===== src/hw/rtl/sbpa_pkg.sv =====
// sparse bivariate polynomial adder: shared constants, codes and types
// no dependencies; used by every module of the block
`timescale 1ns / 1ps

package sbpa_pkg;

  localparam int MAX_TERMS_DEF = 16;
  localparam int SUM_LIMIT     = 10;
  localparam int BUF_AW        = $clog2(SUM_LIMIT);
  localparam int CNT_W         = 5;
  localparam int ENTRY_W       = 32;
  localparam int KEY_W         = 16;
  localparam int COEFF_W       = 16;
  localparam int SUM_W         = 17;
  localparam logic [CNT_W-1:0] CNT_SAT = '1;

  typedef enum logic [1:0] {
    ACT_LOAD_A = 2'd0,
    ACT_LOAD_B = 2'd1,
    ACT_FINISH = 2'd2,
    ACT_NONE   = 2'd3
  } action_t;

  typedef enum logic [1:0] {
    STS_TERM  = 2'd0,
    STS_EMPTY = 2'd1,
    STS_FULL  = 2'd2,
    STS_OVER  = 2'd3
  } status_t;

  typedef struct packed {
    logic ins;
    logic pop;
  } store_cmd_t;

  typedef struct packed {
    logic [SUM_W-1:0] coeff;
    logic [KEY_W-1:0] key;
  } sum_term_t;

endpackage


===== src/hw/rtl/sbpa_cell.sv =====
// sparse bivariate polynomial adder: one cell of a sorted term store
// depends on sbpa_pkg
`timescale 1ns / 1ps

module sbpa_cell (
  input  logic                          clk,
  input  sbpa_pkg::store_cmd_t          cmd,
  input  logic                          valid,
  input  logic [sbpa_pkg::ENTRY_W-1:0]  new_entry,
  input  logic                          ge_prev,
  input  logic [sbpa_pkg::ENTRY_W-1:0]  left_entry,
  input  logic [sbpa_pkg::ENTRY_W-1:0]  right_entry,
  output logic [sbpa_pkg::ENTRY_W-1:0]  entry_r,
  output logic                          ge
);

  logic [sbpa_pkg::ENTRY_W-1:0] entry_nxt;

  // entry stays ahead of the new term when its key is not smaller
  assign ge = valid &&
              (entry_r[sbpa_pkg::KEY_W-1:0] >= new_entry[sbpa_pkg::KEY_W-1:0]);

  always_comb begin
    entry_nxt = entry_r;
    if (cmd.ins) begin
      if (!ge) begin
        entry_nxt = ge_prev ? new_entry : left_entry;
      end
    end else if (cmd.pop) begin
      entry_nxt = right_entry;
    end
  end

  always_ff @(posedge clk) begin
    entry_r <= entry_nxt;
  end

endmodule


===== src/hw/rtl/sbpa_store.sv =====
// sparse bivariate polynomial adder: sorted term store as a row of cells
// depends on sbpa_pkg and sbpa_cell
`timescale 1ns / 1ps

module sbpa_store #(
  parameter int MAX_TERMS = sbpa_pkg::MAX_TERMS_DEF
) (
  input  logic                          clk,
  input  logic                          rst_n,
  input  sbpa_pkg::store_cmd_t          cmd,
  input  logic [sbpa_pkg::ENTRY_W-1:0]  new_entry,
  output logic [sbpa_pkg::ENTRY_W-1:0]  head,
  output logic                          empty,
  output logic                          full
);

  localparam int CW = $clog2(MAX_TERMS + 1);

  logic [CW-1:0]                 count_r;
  logic [CW-1:0]                 count_nxt;
  logic [sbpa_pkg::ENTRY_W-1:0]  entries [MAX_TERMS];
  logic [MAX_TERMS-1:0]          ge;

  for (genvar i = 0; i < MAX_TERMS; i++) begin : g_cell
    logic                          valid;
    logic                          ge_prev;
    logic [sbpa_pkg::ENTRY_W-1:0]  left_entry;
    logic [sbpa_pkg::ENTRY_W-1:0]  right_entry;

    assign valid = count_r > CW'(i);

    if (i == 0) begin : g_head
      assign ge_prev    = 1'b1;
      assign left_entry = new_entry;
    end else begin : g_body
      assign ge_prev    = ge[i-1];
      assign left_entry = entries[i-1];
    end

    if (i == MAX_TERMS - 1) begin : g_tail
      assign right_entry = entries[i];
    end else begin : g_mid
      assign right_entry = entries[i+1];
    end

    sbpa_cell u_cell (
      .clk         (clk),
      .cmd         (cmd),
      .valid       (valid),
      .new_entry   (new_entry),
      .ge_prev     (ge_prev),
      .left_entry  (left_entry),
      .right_entry (right_entry),
      .entry_r     (entries[i]),
      .ge          (ge[i])
    );
  end

  assign head  = entries[0];
  assign empty = (count_r == '0);
  assign full  = (count_r == CW'(MAX_TERMS));

  always_comb begin
    count_nxt = count_r;
    if (cmd.ins) begin
      count_nxt = count_r + 1'b1;
    end else if (cmd.pop) begin
      count_nxt = count_r - 1'b1;
    end
  end

  always_ff @(posedge clk) begin
    if (!rst_n) begin
      count_r <= '0;
    end else begin
      count_r <= count_nxt;
    end
  end

endmodule


===== src/hw/rtl/sparse_bivariate_poly_add.sv =====
// Loads: the next request is taken in the following cycle unless the store was full.
// Full store: status result offered in the cycle after the load request.
// Finish: merge steps through the store heads, larger key first, adding equal keys and
// dropping sums that cancel, then results leave one per cycle as the output takes them.
// Reset (rst_n low, synchronous) empties both stores and returns to idle.
// depends on sbpa_pkg, sbpa_store
`timescale 1ns / 1ps

module sparse_bivariate_poly_add #(
  parameter int MAX_TERMS = sbpa_pkg::MAX_TERMS_DEF
) (
  input  logic        clk,
  input  logic        rst_n,
  input  logic        in_tvalid,
  output logic        in_tready,
  input  logic [31:0] in_tdata,   // coeff[15:0], exp_x[23:16], exp_y[31:24]
  input  logic [1:0]  in_tuser,   // action[1:0]
  output logic        out_tvalid,
  input  logic        out_tready,
  output logic [39:0] out_tdata,  // sum_coeff[16:0], out_exp_x[24:17],
                                  // out_exp_y[32:25], term_count[37:33]
  output logic        out_tlast,  // last
  output logic [1:0]  out_tuser   // status[1:0]
);

  typedef enum logic [3:0] {
    S_IDLE  = 4'b0001,
    S_MERGE = 4'b0010,
    S_EMIT  = 4'b0100,
    S_STAT  = 4'b1000
  } state_t;

  state_t                          state_r, state_nxt;
  sbpa_pkg::status_t               stat_r, stat_nxt;
  logic [sbpa_pkg::CNT_W-1:0]      total_r, total_nxt;
  logic [sbpa_pkg::CNT_W-1:0]      left_r, left_nxt;
  sbpa_pkg::sum_term_t             buf_r [sbpa_pkg::SUM_LIMIT];

  sbpa_pkg::action_t               action;
  logic [sbpa_pkg::COEFF_W-1:0]    coeff;
  logic [sbpa_pkg::ENTRY_W-1:0]    new_entry;
  logic                            in_acc, out_acc, coeff_nz;
  sbpa_pkg::store_cmd_t            cmd_a, cmd_b;
  logic [sbpa_pkg::ENTRY_W-1:0]    head_a, head_b;
  logic                            empty_a, empty_b, full_a, full_b;

  logic [sbpa_pkg::KEY_W-1:0]      key_a, key_b, m_key;
  logic [sbpa_pkg::SUM_W-1:0]      c_a, c_b, m_coeff;
  logic                            m_eq, m_sel_a, m_wr;
  logic [sbpa_pkg::CNT_W-1:0]      out_cnt;
  sbpa_pkg::sum_term_t             out_term;

  assign action    = sbpa_pkg::action_t'(in_tuser);
  assign coeff     = in_tdata[15:0];
  assign coeff_nz  = (coeff != '0);
  assign new_entry = {coeff, in_tdata[23:16], in_tdata[31:24]};
  assign in_tready = (state_r == S_IDLE);
  assign in_acc    = in_tvalid && in_tready;
  assign out_acc   = out_tvalid && out_tready;

  // merge decision on the two store heads
  assign key_a   = head_a[sbpa_pkg::KEY_W-1:0];
  assign key_b   = head_b[sbpa_pkg::KEY_W-1:0];
  assign c_a     = {head_a[31], head_a[31:16]};
  assign c_b     = {head_b[31], head_b[31:16]};
  assign m_eq    = !empty_a && !empty_b && (key_a == key_b);
  assign m_sel_a = empty_b || (!empty_a && (key_a > key_b));
  assign m_key   = m_sel_a ? key_a : key_b;

  always_comb begin
    if (m_eq) begin
      m_coeff = c_a + c_b;
    end else if (m_sel_a) begin
      m_coeff = c_a;
    end else begin
      m_coeff = c_b;
    end
  end

  assign m_wr = (state_r == S_MERGE) && !(empty_a && empty_b) && (m_coeff != '0);

  always_comb begin
    cmd_a = '0;
    cmd_b = '0;
    if (in_acc && coeff_nz) begin
      cmd_a.ins = (action == sbpa_pkg::ACT_LOAD_A) && !full_a;
      cmd_b.ins = (action == sbpa_pkg::ACT_LOAD_B) && !full_b;
    end
    if (state_r == S_MERGE) begin
      cmd_a.pop = !empty_a && (m_eq || m_sel_a);
      cmd_b.pop = !empty_b && (m_eq || !m_sel_a);
    end
  end

  sbpa_store #(.MAX_TERMS(MAX_TERMS)) u_store_a (
    .clk       (clk),
    .rst_n     (rst_n),
    .cmd       (cmd_a),
    .new_entry (new_entry),
    .head      (head_a),
    .empty     (empty_a),
    .full      (full_a)
  );

  sbpa_store #(.MAX_TERMS(MAX_TERMS)) u_store_b (
    .clk       (clk),
    .rst_n     (rst_n),
    .cmd       (cmd_b),
    .new_entry (new_entry),
    .head      (head_b),
    .empty     (empty_b),
    .full      (full_b)
  );

  always_comb begin
    state_nxt = state_r;
    stat_nxt  = stat_r;
    total_nxt = total_r;
    left_nxt  = left_r;
    case (state_r)
      S_IDLE: begin
        if (in_acc) begin
          case (action)
            sbpa_pkg::ACT_LOAD_A: begin
              if (coeff_nz && full_a) begin
                stat_nxt  = sbpa_pkg::STS_FULL;
                state_nxt = S_STAT;
              end
            end
            sbpa_pkg::ACT_LOAD_B: begin
              if (coeff_nz && full_b) begin
                stat_nxt  = sbpa_pkg::STS_FULL;
                state_nxt = S_STAT;
              end
            end
            sbpa_pkg::ACT_FINISH: begin
              total_nxt = '0;
              state_nxt = S_MERGE;
            end
            default: begin
            end
          endcase
        end
      end
      S_MERGE: begin
        if (empty_a && empty_b) begin
          if (total_r == '0) begin
            stat_nxt  = sbpa_pkg::STS_EMPTY;
            state_nxt = S_STAT;
          end else if (total_r > sbpa_pkg::CNT_W'(sbpa_pkg::SUM_LIMIT)) begin
            stat_nxt  = sbpa_pkg::STS_OVER;
            state_nxt = S_STAT;
          end else begin
            stat_nxt  = sbpa_pkg::STS_TERM;
            left_nxt  = total_r;
            state_nxt = S_EMIT;
          end
        end else if (m_wr && (total_r != sbpa_pkg::CNT_SAT)) begin
          total_nxt = total_r + 1'b1;
        end
      end
      S_EMIT: begin
        if (out_acc) begin
          left_nxt = left_r - 1'b1;
          if (left_r == sbpa_pkg::CNT_W'(1)) begin
            state_nxt = S_IDLE;
          end
        end
      end
      S_STAT: begin
        if (out_acc) begin
          state_nxt = S_IDLE;
        end
      end
      default: begin
        state_nxt = S_IDLE;
      end
    endcase
  end

  always_ff @(posedge clk) begin
    if (!rst_n) begin
      state_r <= S_IDLE;
      stat_r  <= sbpa_pkg::STS_TERM;
      total_r <= '0;
      left_r  <= '0;
    end else begin
      state_r <= state_nxt;
      stat_r  <= stat_nxt;
      total_r <= total_nxt;
      left_r  <= left_nxt;
    end
  end

  // sum buffer: appended during merge, shifted toward the head while emitting
  always_ff @(posedge clk) begin
    if (m_wr && (total_r < sbpa_pkg::CNT_W'(sbpa_pkg::SUM_LIMIT))) begin
      buf_r[total_r[sbpa_pkg::BUF_AW-1:0]] <= '{coeff: m_coeff, key: m_key};
    end else if ((state_r == S_EMIT) && out_acc) begin
      for (int i = 0; i < sbpa_pkg::SUM_LIMIT - 1; i++) begin
        buf_r[i] <= buf_r[i+1];
      end
    end
  end

  always_comb begin
    out_term = '0;
    out_cnt  = '0;
    if (state_r == S_EMIT) begin
      out_term = buf_r[0];
      out_cnt  = total_r;
    end else if (stat_r == sbpa_pkg::STS_OVER) begin
      out_cnt  = total_r;
    end
  end

  assign out_tvalid = (state_r == S_EMIT) || (state_r == S_STAT);
  assign out_tdata  = {2'b00, out_cnt, out_term.key[7:0], out_term.key[15:8],
                       out_term.coeff};
  assign out_tlast  = (state_r == S_STAT) || (left_r == sbpa_pkg::CNT_W'(1));
  assign out_tuser  = stat_r;

endmodule


===== config.mk =====
export PLATFORM = sky130hd
export DESIGN_NAME = sparse_bivariate_poly_add
export DESIGN_NICKNAME = d
export VERILOG_FILES = /design/src/hw/rtl/sbpa_pkg.sv /design/src/hw/rtl/sbpa_cell.sv /design/src/hw/rtl/sbpa_store.sv /design/src/hw/rtl/sparse_bivariate_poly_add.sv
export SDC_FILE = /design/constraint.sdc
export NUM_CORES = 2
export LEC_CHECK = 0
export BUFFER_PORTS_ARGS = -buffer_cell sky130_fd_sc_hd__clkbuf_2
export CAP_MARGIN = 20
export CORE_MARGIN = 4
export CORE_UTILIZATION = 48
export DETAILED_ROUTE_END_ITERATION = 7
export GPL_TIMING_DRIVEN = 0
export SLEW_MARGIN = 30
export SYNTH_ARGS = -nofsm -noshare
export SYNTH_HDL_FRONTEND = slang
export SYNTH_HIERARCHICAL = 1
export SYNTH_SLANG_ARGS = --single-unit

===== constraint.sdc =====
create_clock -name clk -period 12.6 [get_ports clk]
set_clock_uncertainty 0.2 [all_clocks]
set_input_delay 1.26 -clock clk [delete_from_list [all_inputs] [get_ports clk]]
set_output_delay 1.26 -clock clk [all_outputs]
set_load 0.01 [all_outputs]

==> flow_summary.json <==
{
  "synth_area_um2": 82700,
  "drc": 0,
  "synth-warning-count": 6,
  "final_common_cell": "edfxtp_1",
  "grt_pass1_vias": 57684,
  "worstSetupStartpoint": "u_store_b/count_r[0]",
  "postRouteAntennaNets": 1,
  "hold_class": "reg -> reg",
  "nets": 8548,
  "num_vias": 57241,
  "cts_tree": "done",
  "ctsResizeCount": 0,
  "relSlewSlack_pct": 24.8,
  "stdcell_area_um2": 93200,
  "gp_congestion": 0.889,
  "fin_crit_sh_pct": 49.0,
  "clkTransAtPathRegs_ps": 60,
  "placed_cell_area_um2": 88100,
  "max_freq_ghz": 0.162,
  "io_pins": 83,
  "reg2reg_to": "buf_r[5][3]",
  "drive_above_1_share_pct": 8.80,
  "drtPass1Iterations": 6,
  "violations": "antenna violations",
  "grt_max_degree": 67,
  "final_cell_mix": "1354 x edfxtp_1, 1173 x a21oi_1, 1134 x nor2_1",
  "drt_wl_total_um": 206000,
  "cp.required_ps": 12810,
  "cts_setup_buffers": 0,
  "p_leak_nw": 34.4,
  "synthCells": 7631,
  "cts-buffers-inserted": 158,
  "ir_drop_uv": 158,
  "post-route-min-period_ps": 6170,
  "post-dp-hpwl_um": 161000,
  "rows": 152,
  "clock_latency_ps": 800,
  "cts_root_buf": "clkbuf_16",
  "start_util_pct": 48.2,
  "worstPathMaxFanout": 33,
  "design.die.area_um2": 179000,
  "finalMaxSlewViolations": 0,
  "port_buffers": 80,
  "cp-start-kind": "register",
  "criticalPathCategory": "reg -> reg",
  "wl_per_cell_um": 19.8,
  "cts_sinks": 1380,
  "dieWidth_um": 423,
  "tightest_slew_ps": 1120,
  "cts_hold_buffers": 0,
  "status": "finished, violations left",
  "grt_pass1_wl_um": 322000,
  "r2r-start": "u_store_b/count_r[0]",
  "hold_viol": 0,
  "drt_iter0_drc": 4082,
  "dieHeight_um": 423,
  "htreeDepth": 4,
  "avgSynthCellArea_um2": 10.8,
  "coreArea_um2": 171000,
  "grt_antenna_before_repair": 0,
  "viasPerCell": 5.51,
  "endpoint": "buf_r[5][3]",
  "rsz0062_at_grt": "false",
  "ff2ff_path_depth": 15,
  "pwr_density_cell_nw_per_um2": 139,
  "clockBufferDepth": 3,
  "r2r_slack_ps": 6430,
  "endpoint_kind": "register",
  "grtUsageTotal_pct": 22.5,
  "area_growth_syn_to_layout_pct": 12.8,
  "drv_cap": 0,
  "arrival_ps": 6380,
  "setup_viol": 0,
  "hold_slack_ps": 316,
  "globalRouteOverflowTotal": 0
}
[critical path, cell delays in order, from the launching register on]
cell	delay [ps]
dfxtp_1	370
buf_4	190
inv_1	80
ha_1	250
and3_1	290
and2_1	210
clkbuf_1	300
or4_1	650
o311ai_0	640
o211ai_1	280
a2111oi_0	570
and4_1	340
nand4_2	200
nor4_4	400
nor2_1	180
a41o_2	580
[where the power goes]
group          internal [mW]  switching [mW]  leakage (nW)
clock                   2.67            1.86          2.48
combinational           1.06            1.60          19.4
sequential              5.58           0.215          12.5
[routing by layer]
layer  vias up  wire, um  track usage [%]
li1      28462         -                -
met1     26979     91400             29.9
met2      1434     96000             37.3
met3       366      8990             2.63
met4         0      9510             9.68
met5         -         0                0
[state kept, by name, indices dropped and copies added (netlist names)]
name,count
out_tuser,2
u_store_a/g_cell.u_cell/entry_r,512
u_store_b/g_cell.u_cell/entry_r,512
u_store_b/count_r,5
buf_r,330
left_r,5
state_r,4
u_store_a/count_r,5
total_r,5
[per-stage QoR]
stage	util [%]	total power [mW]	setup TNS [ps]	setup slack, ps	cells
after floorplan	-	7.67	0	5590	7632
after global placement	50.2	8.35	-357690	-872	10022
after detailed placement	51.4	8.53	0	6360	10095
after CTS	54.4	13.1	0	6320	10381
after global routing	54.4	13.6	0	6270	10381
final	54.4	13.0	0	6430	10387
[cell type report]
class / count / area (um2)
timing repair buffer: 153 / 1980
multi-input combinational: 5242 / 38100
antenna: 6 / 15.0
sequential: 1380 / 41200
clock inverter: 84 / 865
tap: 2310 / 2890
buffer: 428 / 1780
clock buffer: 202 / 4200
inverter: 582 / 2180
fill: 15159 / 78100
[worst min path at each step]
stage	startpoint	end	slack, ps	depth (start not counted)
after floorplan	total_r[0]	total_r[0]	290	2
after CTS	buf_r[9][20]	buf_r[8][20]	310	1
after global routing	buf_r[4][16]	buf_r[3][16]	330	1
final	buf_r[5][22]	buf_r[4][22]	320	1
after global placement	buf_r[2][22]	buf_r[1][22]	300	1
after detailed placement	buf_r[6][22]	buf_r[5][22]	310	1
No activity file was read; power rests on OpenSTA's default activity.
